==> config.mk <==
export PLATFORM = sky130hd
export DESIGN_NAME = servo_bus_register_transaction_unit
export DESIGN_NICKNAME = d
export VERILOG_FILES = /design/src/rtl/sbrt_pkg.sv /design/src/rtl/servo_bus_register_transaction_unit.sv /design/src/rtl/sbrt_pkt_build.sv
export VERILOG_INCLUDE_DIRS = /design/src /design/src/rtl
export SDC_FILE = /design/constraint.sdc
export NUM_CORES = 1
export LEC_CHECK = 0
export BUFFER_PORTS_ARGS = -buffer_cell sky130_fd_sc_hd__buf_2
export CAP_MARGIN = 25
export CORE_ASPECT_RATIO = 1.1
export CORE_UTILIZATION = 55
export CTS_CLUSTER_SIZE = 8
export DETAILED_ROUTE_END_ITERATION = 10
export GPL_ROUTABILITY_DRIVEN = 0
export GPL_TIMING_DRIVEN = 0
export PLACE_DENSITY_LB_ADDON = 0.12
export RECOVER_POWER = 50
export SETUP_SLACK_MARGIN = 0.5
export SYNTH_ARGS = -nofsm -noshare
export SYNTH_HDL_FRONTEND = slang
export SYNTH_HIERARCHICAL = 1
export SYNTH_SLANG_ARGS = --single-unit
==> constraint.sdc <==
create_clock -name clock -period 4.71 [get_ports clock]
set_input_delay 0.7065 -clock clock [delete_from_list [all_inputs] [get_ports clock]]
set_output_delay 0.7065 -clock clock [all_outputs]
set_load 0.005 [all_outputs]
==> src/rtl/assert_macros.svh <==
// ----------------------------------------------------------------------------
// Assertion macros
// Shared concurrent assertion forms for the RTL.
// ----------------------------------------------------------------------------
`ifndef ASSERT_MACROS_SVH
`define ASSERT_MACROS_SVH

// assert a property on the rising clock edge, off during reset
`define ASSERT_CLK(lbl, clk, rst, prop, msg) \
   lbl: assert property (@(posedge clk) disable iff (rst) (prop)) else $error(msg);

// assert that one condition implies another in the next cycle
`define ASSERT_NEXT(lbl, clk, rst, cond, expr, msg) \
   lbl: assert property (@(posedge clk) disable iff (rst) (cond) |=> (expr)) else $error(msg);

`endif

==> src/rtl/sbrt_pkg.sv <==
// ----------------------------------------------------------------------------
// sbrt_pkg
// Types and constants of the servo bus register transaction unit.
// ----------------------------------------------------------------------------
package sbrt_pkg;

   localparam logic [2:0] CMD_READ       = 3'd0;
   localparam logic [2:0] CMD_WRITE_BYTE = 3'd1;
   localparam logic [2:0] CMD_WRITE_WORD = 3'd2;
   localparam logic [2:0] CMD_RX_BYTE    = 3'd3;
   localparam logic [2:0] CMD_TICK       = 3'd4;

   localparam logic [1:0] STATUS_OK       = 2'd0;
   localparam logic [1:0] STATUS_TIMEOUT  = 2'd1;
   localparam logic [1:0] STATUS_CHECKSUM = 2'd2;

   localparam logic       KIND_BYTE    = 1'b0;
   localparam logic       KIND_OUTCOME = 1'b1;

   localparam logic [7:0]  SYNC_BYTE      = 8'hFF;
   localparam logic [7:0]  CHECKSUM_GOOD  = 8'hFF;
   localparam logic [7:0]  INSTR_READ     = 8'd2;
   localparam logic [7:0]  INSTR_WRITE    = 8'd3;
   localparam logic [7:0]  LEN_SHORT      = 8'd4;
   localparam logic [7:0]  LEN_WORD       = 8'd5;
   localparam logic [8:0]  STATUS_EXTRA   = 9'd6;
   localparam logic [8:0]  TOTAL_MAX      = 9'd255;
   localparam logic [15:0] TIMEOUT_RESET  = 16'd3000;
   localparam logic [3:0]  PKT_LEN_SHORT  = 4'd8;
   localparam logic [3:0]  PKT_LEN_WORD   = 4'd9;

   typedef enum logic [1:0] {
      PH_IDLE    = 2'd0,
      PH_HUNT    = 2'd1,
      PH_COLLECT = 2'd2
   } phase_type;

   typedef struct packed {
      logic [2:0]  cmd;
      logic [7:0]  servo_id;
      logic [7:0]  reg_addr;
      logic [7:0]  read_len;
      logic [15:0] write_data;
      logic [7:0]  rx_byte;
   } sbrt_req_type;

   typedef struct packed {
      logic        out_kind;
      logic [7:0]  tx_byte;
      logic        last;
      logic [1:0]  status;
      logic [15:0] read_value;
      logic [7:0]  servo_error;
   } sbrt_rsp_type;

   typedef struct packed {
      logic [8:0][7:0] bytes;
      logic [3:0]      len;
   } sbrt_pkt_type;

endpackage

==> src/rtl/servo_bus_register_transaction_unit.sv <==
// ----------------------------------------------------------------------------
// servo_bus_register_transaction_unit
// Master side of a half-duplex servo register bus. Requests are turned into
// instruction packets sent out one byte beat per cycle on the rsp channel
// while rsp_ready is high; a read then hunts for a status packet among the
// received bytes, checks its checksum and reports one outcome beat (ok,
// timeout or checksum mismatch). Received bytes, ticks and ignored commands
// may follow back to back while req_ready is high. A request occupies the
// single result register for its 8 or 9 byte beats: req_ready drops while the
// packet drains and rises again with its last beat. The timeout register is
// loaded into the tick counter at each read request and each received byte
// in the hunt or collect phase.
// ----------------------------------------------------------------------------
`include "assert_macros.svh"

module servo_bus_register_transaction_unit (
   input  logic                   clock,
   input  logic                   reset,
   input  logic                   req_valid,
   output logic                   req_ready,
   input  sbrt_pkg::sbrt_req_type req_data,
   output logic                   rsp_valid,
   input  logic                   rsp_ready,
   output sbrt_pkg::sbrt_rsp_type rsp_data,
   input  logic                   csr_wr_en,
   input  logic [15:0]            csr_wr_data
);
   import sbrt_pkg::*;

   logic            req_fire;
   logic            rsp_fire;
   sbrt_pkt_type    pkt;

   logic [15:0]     timeout_ff;
   phase_type       phase_ff, phase_in;
   logic [7:0]      pos_ff, pos_in;
   logic [7:0]      total_ff, total_in;
   logic [7:0]      sum_ff, sum_in;
   logic [15:0]     ticks_ff, ticks_in;
   logic [7:0]      count_ff, count_in;
   logic [7:0]      err_ff, err_in;
   logic [7:0]      vlo_ff, vlo_in;
   logic [7:0]      vhi_ff, vhi_in;

   logic [8:0][7:0] bytes_ff, bytes_in;
   logic [3:0]      cnt_ff, cnt_in;
   logic            kind_ff, kind_in;
   logic [1:0]      status_ff, status_in;
   logic [15:0]     value_ff, value_in;
   logic [7:0]      serr_ff, serr_in;

   logic [8:0]      total_raw;
   logic [7:0]      pos_next;
   logic [7:0]      sum_next;
   logic            rx_done;
   logic            tick_expire;
   logic            outcome;
   logic [1:0]      outcome_status;
   logic [15:0]     outcome_value;
   logic [7:0]      outcome_err;

   assign req_ready = (cnt_ff == 4'd0) || (cnt_ff == 4'd1 && rsp_ready);
   assign req_fire  = req_valid && req_ready;
   assign rsp_valid = (cnt_ff != 4'd0);
   assign rsp_fire  = rsp_valid && rsp_ready;

   sbrt_pkt_build u_pkt_build (
      .req (req_data),
      .pkt (pkt)
   );

   assign total_raw   = {1'b0, req_data.read_len} + STATUS_EXTRA;
   assign pos_next    = pos_ff + 8'd1;
   assign sum_next    = (pos_ff >= 8'd2) ? sum_ff + req_data.rx_byte : sum_ff;
   assign rx_done     = (phase_ff == PH_COLLECT) && (pos_next >= total_ff);
   assign tick_expire = (phase_ff != PH_IDLE) && (ticks_ff <= 16'd1);

   // phase next state
   always_comb begin
      phase_in = phase_ff;
      if (req_fire) begin
         unique case (req_data.cmd) inside
            CMD_READ: begin
               phase_in = PH_HUNT;
            end
            CMD_WRITE_BYTE, CMD_WRITE_WORD: begin
               phase_in = PH_IDLE;
            end
            CMD_RX_BYTE: begin
               if (phase_ff == PH_HUNT && req_data.rx_byte == SYNC_BYTE) begin
                  phase_in = PH_COLLECT;
               end else if (rx_done) begin
                  phase_in = PH_IDLE;
               end
            end
            CMD_TICK: begin
               if (tick_expire) begin
                  phase_in = PH_IDLE;
               end
            end
            default: begin
               phase_in = phase_ff;
            end
         endcase
      end
   end

   // receive datapath and outcome
   always_comb begin
      pos_in         = pos_ff;
      total_in       = total_ff;
      sum_in         = sum_ff;
      ticks_in       = ticks_ff;
      count_in       = count_ff;
      err_in         = err_ff;
      vlo_in         = vlo_ff;
      vhi_in         = vhi_ff;
      outcome        = 1'b0;
      outcome_status = STATUS_OK;
      outcome_value  = '0;
      outcome_err    = '0;
      if (req_fire) begin
         case (req_data.cmd)
            CMD_READ: begin
               pos_in   = '0;
               sum_in   = '0;
               err_in   = '0;
               vlo_in   = '0;
               vhi_in   = '0;
               count_in = req_data.read_len;
               total_in = (total_raw > TOTAL_MAX) ? TOTAL_MAX[7:0] : total_raw[7:0];
               ticks_in = timeout_ff;
            end
            CMD_RX_BYTE: begin
               if (phase_ff == PH_HUNT) begin
                  ticks_in = timeout_ff;
                  if (req_data.rx_byte == SYNC_BYTE) begin
                     pos_in = 8'd1;
                     sum_in = '0;
                  end
               end else if (phase_ff == PH_COLLECT) begin
                  ticks_in = timeout_ff;
                  sum_in   = sum_next;
                  pos_in   = pos_next;
                  if (pos_ff == 8'd4) begin
                     err_in = req_data.rx_byte;
                  end else if (pos_ff == 8'd5) begin
                     vlo_in = req_data.rx_byte;
                  end else if (pos_ff == 8'd6) begin
                     vhi_in = req_data.rx_byte;
                  end
                  if (rx_done) begin
                     outcome = 1'b1;
                     if (sum_next == CHECKSUM_GOOD) begin
                        outcome_status = STATUS_OK;
                        outcome_err    = err_in;
                        outcome_value  = (count_ff != 8'd1) ? {vhi_in, vlo_in}
                                                            : {8'h00, vlo_in};
                     end else begin
                        outcome_status = STATUS_CHECKSUM;
                     end
                  end
               end
            end
            CMD_TICK: begin
               if (tick_expire) begin
                  ticks_in       = '0;
                  outcome        = 1'b1;
                  outcome_status = STATUS_TIMEOUT;
               end else if (phase_ff != PH_IDLE) begin
                  ticks_in = ticks_ff - 16'd1;
               end
            end
            default: begin
               outcome = 1'b0;
            end
         endcase
      end
   end

   // result register: load a packet or an outcome, else advance on each beat
   always_comb begin
      bytes_in  = bytes_ff;
      cnt_in    = cnt_ff;
      kind_in   = kind_ff;
      status_in = status_ff;
      value_in  = value_ff;
      serr_in   = serr_ff;
      if (rsp_fire) begin
         bytes_in = {8'h00, bytes_ff[8:1]};
         cnt_in   = cnt_ff - 4'd1;
      end
      if (req_fire && pkt.len != 4'd0) begin
         bytes_in  = pkt.bytes;
         cnt_in    = pkt.len;
         kind_in   = KIND_BYTE;
         status_in = STATUS_OK;
         value_in  = '0;
         serr_in   = '0;
      end else if (outcome) begin
         cnt_in    = 4'd1;
         kind_in   = KIND_OUTCOME;
         status_in = outcome_status;
         value_in  = outcome_value;
         serr_in   = outcome_err;
      end
   end

   always_comb begin
      rsp_data.out_kind    = kind_ff;
      rsp_data.tx_byte     = (kind_ff == KIND_BYTE) ? bytes_ff[0] : 8'h00;
      rsp_data.last        = (kind_ff == KIND_BYTE) && (cnt_ff == 4'd1);
      rsp_data.status      = status_ff;
      rsp_data.read_value  = value_ff;
      rsp_data.servo_error = serr_ff;
   end

   always_ff @(posedge clock) begin
      if (reset) begin
         timeout_ff <= TIMEOUT_RESET;
         phase_ff   <= PH_IDLE;
         pos_ff     <= '0;
         total_ff   <= '0;
         sum_ff     <= '0;
         ticks_ff   <= '0;
         count_ff   <= '0;
         err_ff     <= '0;
         vlo_ff     <= '0;
         vhi_ff     <= '0;
         cnt_ff     <= '0;
         kind_ff    <= KIND_BYTE;
      end else begin
         if (csr_wr_en) begin
            timeout_ff <= csr_wr_data;
         end
         phase_ff <= phase_in;
         pos_ff   <= pos_in;
         total_ff <= total_in;
         sum_ff   <= sum_in;
         ticks_ff <= ticks_in;
         count_ff <= count_in;
         err_ff   <= err_in;
         vlo_ff   <= vlo_in;
         vhi_ff   <= vhi_in;
         cnt_ff   <= cnt_in;
         kind_ff  <= kind_in;
      end
   end

   always_ff @(posedge clock) begin
      bytes_ff  <= bytes_in;
      status_ff <= status_in;
      value_ff  <= value_in;
      serr_ff   <= serr_in;
   end

   `ASSERT_NEXT(a_read_starts_hunt, clock, reset, req_fire && req_data.cmd == CMD_READ, phase_ff == PH_HUNT && cnt_ff == PKT_LEN_SHORT, "read request did not start hunt with full packet")
   `ASSERT_CLK(a_outcome_single, clock, reset, !(rsp_valid && rsp_data.out_kind) || cnt_ff == 4'd1, "outcome beat not alone in result register")
   `ASSERT_NEXT(a_timeout_idles, clock, reset, req_fire && req_data.cmd == CMD_TICK && tick_expire, phase_ff == PH_IDLE && rsp_valid && rsp_data.status == STATUS_TIMEOUT, "expired tick did not report timeout")

endmodule

==> src/rtl/sbrt_pkt_build.sv <==
// ----------------------------------------------------------------------------
// sbrt_pkt_build
// Instruction packet assembly with inverted-sum checksum.
// ----------------------------------------------------------------------------
module sbrt_pkt_build (
   input  sbrt_pkg::sbrt_req_type req,
   output sbrt_pkg::sbrt_pkt_type pkt
);
   import sbrt_pkg::*;

   logic [7:0] lo;
   logic [7:0] hi;
   logic [7:0] sum_read;
   logic [7:0] sum_byte;
   logic [7:0] sum_word;

   assign lo       = req.write_data[7:0];
   assign hi       = req.write_data[15:8];
   assign sum_read = req.servo_id + LEN_SHORT + INSTR_READ + req.reg_addr + req.read_len;
   assign sum_byte = req.servo_id + LEN_SHORT + INSTR_WRITE + req.reg_addr + lo;
   assign sum_word = req.servo_id + LEN_WORD + INSTR_WRITE + req.reg_addr + lo + hi;

   always_comb begin
      pkt.bytes    = '0;
      pkt.len      = '0;
      pkt.bytes[0] = SYNC_BYTE;
      pkt.bytes[1] = SYNC_BYTE;
      pkt.bytes[2] = req.servo_id;
      pkt.bytes[5] = req.reg_addr;
      unique case (req.cmd)
         CMD_READ: begin
            pkt.bytes[3] = LEN_SHORT;
            pkt.bytes[4] = INSTR_READ;
            pkt.bytes[6] = req.read_len;
            pkt.bytes[7] = ~sum_read;
            pkt.len      = PKT_LEN_SHORT;
         end
         CMD_WRITE_BYTE: begin
            pkt.bytes[3] = LEN_SHORT;
            pkt.bytes[4] = INSTR_WRITE;
            pkt.bytes[6] = lo;
            pkt.bytes[7] = ~sum_byte;
            pkt.len      = PKT_LEN_SHORT;
         end
         CMD_WRITE_WORD: begin
            pkt.bytes[3] = LEN_WORD;
            pkt.bytes[4] = INSTR_WRITE;
            pkt.bytes[6] = lo;
            pkt.bytes[7] = hi;
            pkt.bytes[8] = ~sum_word;
            pkt.len      = PKT_LEN_WORD;
         end
         default: begin
            pkt.len = '0;
         end
      endcase
   end

endmodule

; ---- After elaboration in Yosys (flattened, before gate mapping)
; Index checks and enable logic that the tools add are counted.
[totals]
n_memories = 0
latch_bits = 0
ram_bits = 0
out_inout_bits = 38
mem_bits_ro = 0
regBits = 193
[op_classes]
order_cmp = 4
multipliers = 0
shift = 0
bitwise_logic = 4
eq_ne = 20
reduce_logical = 27
add_sub_neg = 17
n_div = 0
muxes = 70
[op_table]
columns = cell, count
row1 = $mux 8, 28
row2 = $mux 16, 11
row3 = $mux 72, 2
row4 = $pmux 16 s3, 2
row5 = $pmux 8 s2, 5
row6 = $add 8x8->8, 8
row7 = $pmux 10 s3, 1
row8 = $add 8x2->8 const B, 3
row9 = $eq 8x3->1 const B, 3
row10 = $not 8->8, 3
row11 = $add 8x3->8 const B, 2
row12 = $eq 8x8->1 const B, 2
row13 = $le 16x1->1 const B, 1
row14 = $mux 2, 8
row15 = $reduce_and 4->1, 4
row16 = $sub 16x1->16 const B, 1
row17 = $mux 4, 3
row18 = $reduce_bool 4->1, 3
row19 = $add 8x3->9 const B, 1
row20 = $gt 9x8->1 const B, 1
row21 = $ne 3x2->1 const B, 3
row22 = $add 8x1->8 const B, 1
row23 = $ge 8x2->1 const B, 1
row24 = $ge 8x8->1, 1
row25 = 24 further kinds, 44

; ---- Longest topological paths before layout
[depth]
word_depth = 11
mapped_depth = 13

; ---- Cells and area by module
; Netlist, hierarchy kept.
[modules_own_cells]
columns = module, instances, area_per_inst_um2, cells_per_inst, seq_area_each_um2
row1 = servo_bus_register_transaction_unit, 1, 9366.5, 923, 4584.4
row2 = sbrt_pkt_build, 1, 2561.2, 326, 0.0

; ---- Worst setup path after synthesis
; OpenSTA, ideal clock, no wires.
[synth_path]
path_type = input -> register
start = input port req_data[10] in the netlist's numbering
end = register bytes_ff[71] in the netlist's numbering, data pin
n_path_buf = 0
t_arrival_ns = 3.421
setup_time_ns = 0.255
slack_ns = 1.035
stages = 13
path_cell_list = inv_1 fa_1 inv_1 fa_1 fa_1 ha_1 a21o_1 a21oi_1 o21bai_1 a21oi_1 xnor2_1 and2_1 and2_1
[synth_rtl]
columns = element, line_no
row1 = start: declaration, servo_bus_register_transaction_unit.sv:21  ; input sbrt_pkg::sbrt_req_type req_data,
row2 = end signal: assignment, servo_bus_register_transaction_unit.sv:251  ; bytes_ff <= bytes_in;
row3 = end: declaration, servo_bus_register_transaction_unit.sv:45  ; logic [8:0][7:0] bytes_ff, bytes_in;

==> flow_metrics.env <==
export IMPL_viasPerCell=5.49
export IMPL_grt_pass1_wl_um=44400
export IMPL_syn_avg_cell_area_um2=9.55
export IMPL_portBuffers=108
export IMPL_maxSlewHeadroom_pct=22.9
export IMPL_initial_core_util_pct=56.0
export IMPL_final_cell_count_no_fill=1708
export IMPL_multi_input_area_um2=6500
export IMPL_ys_seq_area_share_pct=38.4
export IMPL_grt_max_degree=50
export IMPL_synth_seq_cells=193
export IMPL_dr_pass1_iters=5
export IMPL_dieArea_um2=22300
export IMPL_ant_nets=0
export IMPL_h_tree_depth=4
export IMPL_fin_setup_tns_ps=0
export IMPL_syn_inst=1249
export IMPL_ioPinCount=110
export IMPL_setup_violations=0
export IMPL_grt_pass1_vias=8539
export IMPL_critPathCaptureType="flop"
export IMPL_cts_buffers=17
export IMPL_drc=0
export IMPL_synth_area_um2=11900
export IMPL_synth_async_reset_ratio_pct=0
export IMPL_outcome="completed"
export IMPL_met3WireLength_um=1730
export IMPL_regArea_um2=4580
export IMPL_leakagePower_nw=5.67
export IMPL_path_class="input port to flop"
export IMPL_finalClockSkew_ps=15.7
export IMPL_drive_gt1_share_pct=18.5
export IMPL_die_height_um=156
export IMPL_power_mw=5.60
export IMPL_grt_usage_pct=25.9
export IMPL_crit_chain="clkbuf_1 -> inv_2 -> or3_1 -> clkbuf_1 -> inv_1 -> or4_1 -> and3_1 -> clkbuf_1 -> buf_1 -> buf_1 -> mux2_2"
export IMPL_area_delta_synth_final_pct=13.3
export IMPL_num_rows=56
export IMPL_yosysWarnings=6
export IMPL_hold_viol=0
export IMPL_reg2reg_to="serr_ff[7]$_SDFFE_PP0P_"
export IMPL_ir_drop_mv=0.270
export IMPL_grt_ovfl_total=0
export IMPL_cts_max_path_buffers=2
export IMPL_cts_tree="done"
export IMPL_fmax_mhz=245
export IMPL_worst_slew_pin_slew_ps=1160
export IMPL_cts_repair_resized=0
export IMPL_drt_wl_total_um=28200
export IMPL_clkLatencyLatePin_ps=440
export IMPL_hp_class="flop to flop"
export IMPL_critPathCapture="bytes_ff[61]$_DFFE_PP_"
export IMPL_regToRegSetupSlack_ps=1150
export IMPL_cts_root_buf="clkbuf_16"
export IMPL_crit_arrival_ps=4270
export IMPL_vias=9383
export IMPL_rsz0062_at_grt="no"
export IMPL_postCtsSetupRepairBufs=0
export IMPL_wire_per_inst_um=16.5
export IMPL_worstPathMaxFanout=11
export IMPL_antenna_found_initial=0
export IMPL_drt_iter0_markers=650
export IMPL_cts_reportedPaths_clkPinSlew_ps=70
export IMPL_met1Wirelength_um=13300
export IMPL_rr_startpoint="pos_ff[0]$_SDFFE_PP0P_"
export IMPL_core_um2=21300
export IMPL_cpPeakStageDelay_ps=500
export IMPL_mostFrequentLayoutCells="nor2_1 (133), dfxtp_1 (121), nand2_1 (96), buf_2 (92), inv_1 (90)"
export IMPL_ys_types=77
export IMPL_crit_path_start_kind="input port"
export IMPL_slowest_stage="clkbuf_1"
export IMPL_die_x_um=142
export IMPL_crit_start="req_data[49]"
export IMPL_hold_buffers=0
export IMPL_drv_slew=0
export IMPL_fin_crit_ps=4080
export IMPL_synth_edf_count=72
export IMPL_cp_common_cell="clkbuf_1"
export IMPL_antenna_cells=0
export IMPL_ys_flop_type="dfxtp_1"
export IMPL_cp_required_ps=4900
export IMPL_finalCritPeriodShare_pct=86.7
export IMPL_fin_nets=1567
export IMPL_placedCellCount=1676
export IMPL_mostFrequentLayoutCell="nor2_1"
export IMPL_drv_cap=0
export IMPL_dr_max_layer_used="met4"
export IMPL_p_per_area_nw_per_um2=415
export IMPL_reg2reg_depth=13
export IMPL_fill_cells=1908
export IMPL_cts_sinks=193
export IMPL_hpwl_um=21300
export IMPL_met2_length_um=12700
layer usage:
metal	global-route usage, %	vias up
met5	0	-
met4	7.27	0
met3	4.41	34
met2	41.2	274
met1	36.3	4411
li1	-	4664
stage by stage:
stage | hold WS, ps | worst slack, ps | utilization (%) | instance area [µm²]
6_report | 441 | 626 | 63.4 | 13500
3_3_place_gp | 433 | 483 | 60.7 | 12900
3_5_place_dp | 434 | 570 | 60.9 | 13000
2_1_floorplan | 432 | 1030 | - | 12000
5_1_grt | 455 | 393 | 63.4 | 13500
4_1_cts | 445 | 1020 | 63.6 | 13500
worst min-delay path by stage:
stage                     depth (start not counted)                          to                 startpoint  slack (ps)
after floorplan                                   2    total_ff[6]$_SDFFE_PP0P_   total_ff[6]$_SDFFE_PP0P_         430
after global placement                            2   value_ff[10]$_SDFFE_PP0P_  value_ff[10]$_SDFFE_PP0P_         430
after detailed placement                          2   value_ff[14]$_SDFFE_PP0P_  value_ff[14]$_SDFFE_PP0P_         430
after CTS                                         2   value_ff[14]$_SDFFE_PP0P_  value_ff[14]$_SDFFE_PP0P_         440
after global routing                              2  timeout_ff[8]$_SDFFE_PP1P_             csr_wr_data[8]         460
final                                             2   value_ff[15]$_SDFFE_PP0P_  value_ff[15]$_SDFFE_PP0P_         440
sequential cells by signal, summed over array words and instances, names as in the netlist:
| register | cells |
|---|---|
| bytes_ff | 72 |
| cnt_ff | 4 |
| count_ff | 8 |
| err_ff | 8 |
| kind_ff | 1 |
| phase_ff | 2 |
| pos_ff | 8 |
| serr_ff | 8 |
| status_ff | 2 |
| sum_ff | 8 |
| ticks_ff | 16 |
| timeout_ff | 16 |
| total_ff | 8 |
| value_ff | 16 |
| vhi_ff | 8 |
| vlo_ff | 8 |
cell families (layout without fill, tap and decap cells):
| logic type | count (synthesis) | after routing | synth area share (%) |
|---|---|---|---|
| simple gates | 373 | 373 | 15.0 |
| mux | 100 | 100 | 9.06 |
| compound gates | 253 | 253 | 14.9 |
| other cells | 2 | 30 | 0.0630 |
| fa+ha+maj | 90 | 90 | 11.3 |
| xor+xnor | 41 | 41 | 3.30 |
| flops | 193 | 193 | 38.4 |
| buf+inv | 197 | 338 | 7.91 |
report_power, final:
part / switching [mW] / total (mW) / internal [mW]
logic: 0.988 / 1.81 / 0.817
clock network: 0.700 / 1.40 / 0.702
registers: 0.102 / 2.39 / 2.29
area by class of cell:
cell class	instances	area share, %
Multi-Input combinational cell	887	48.1
Sequential cell	193	33.9
Buffer	105	4.43
Timing Repair Buffer	109	4.02
Clock buffer	17	3.15
Tap cell	290	2.69
Inverter	92	2.56
Clock inverter	15	1.09
synthesized netlist by cell type (4+ instances only):
cell type  instances  area [µm²]
nor3_1            15        75.1
nand2b_1          12        75.1
and2_1            13        81.3
a22oi_1           49         368
mux2i_1           36         360
and3_1             5        31.3
dfxtp_1          121        2420
fa_1              29         581
a21oi_1           49         245
or3_1             15        93.8
o21ai_1           14        70.1
o211ai_1          10        75.1
xor2_1            16         140
a211o_1            8        70.1
nor4_1             9        56.3
nor2_1           133         499
inv_1             89         334
o41ai_1            5        43.8
and3b_1            4        35.0
nand2_1           96         360
ha_1              61         763
buf_4             49         368
buf_1              9        33.8
a21o_1             6        45.0
o2111ai_1          5        43.8
mux2_2            64         721
clkbuf_1          41         154
buf_2              4        20.0
nand3_1           14        70.1
nand4_1            8        50.1
nor2b_1           23         144
o31ai_1           13        97.6
edfxtp_1          72        2160
xnor2_1           22         193
a31oi_1            6        37.5
a221oi_1           7        61.3
a211oi_1          14         105
o21ai_0           31         155
o31ai_2           12         150
nor3b_1            5        37.5
critical path, delay by kind of cell:
kind	cells	cell delay [ps]
muxes	1	410
and+or+nand+nor	3	710
buffers and inverters	7	2430
(Power assumes the default switching activity.)
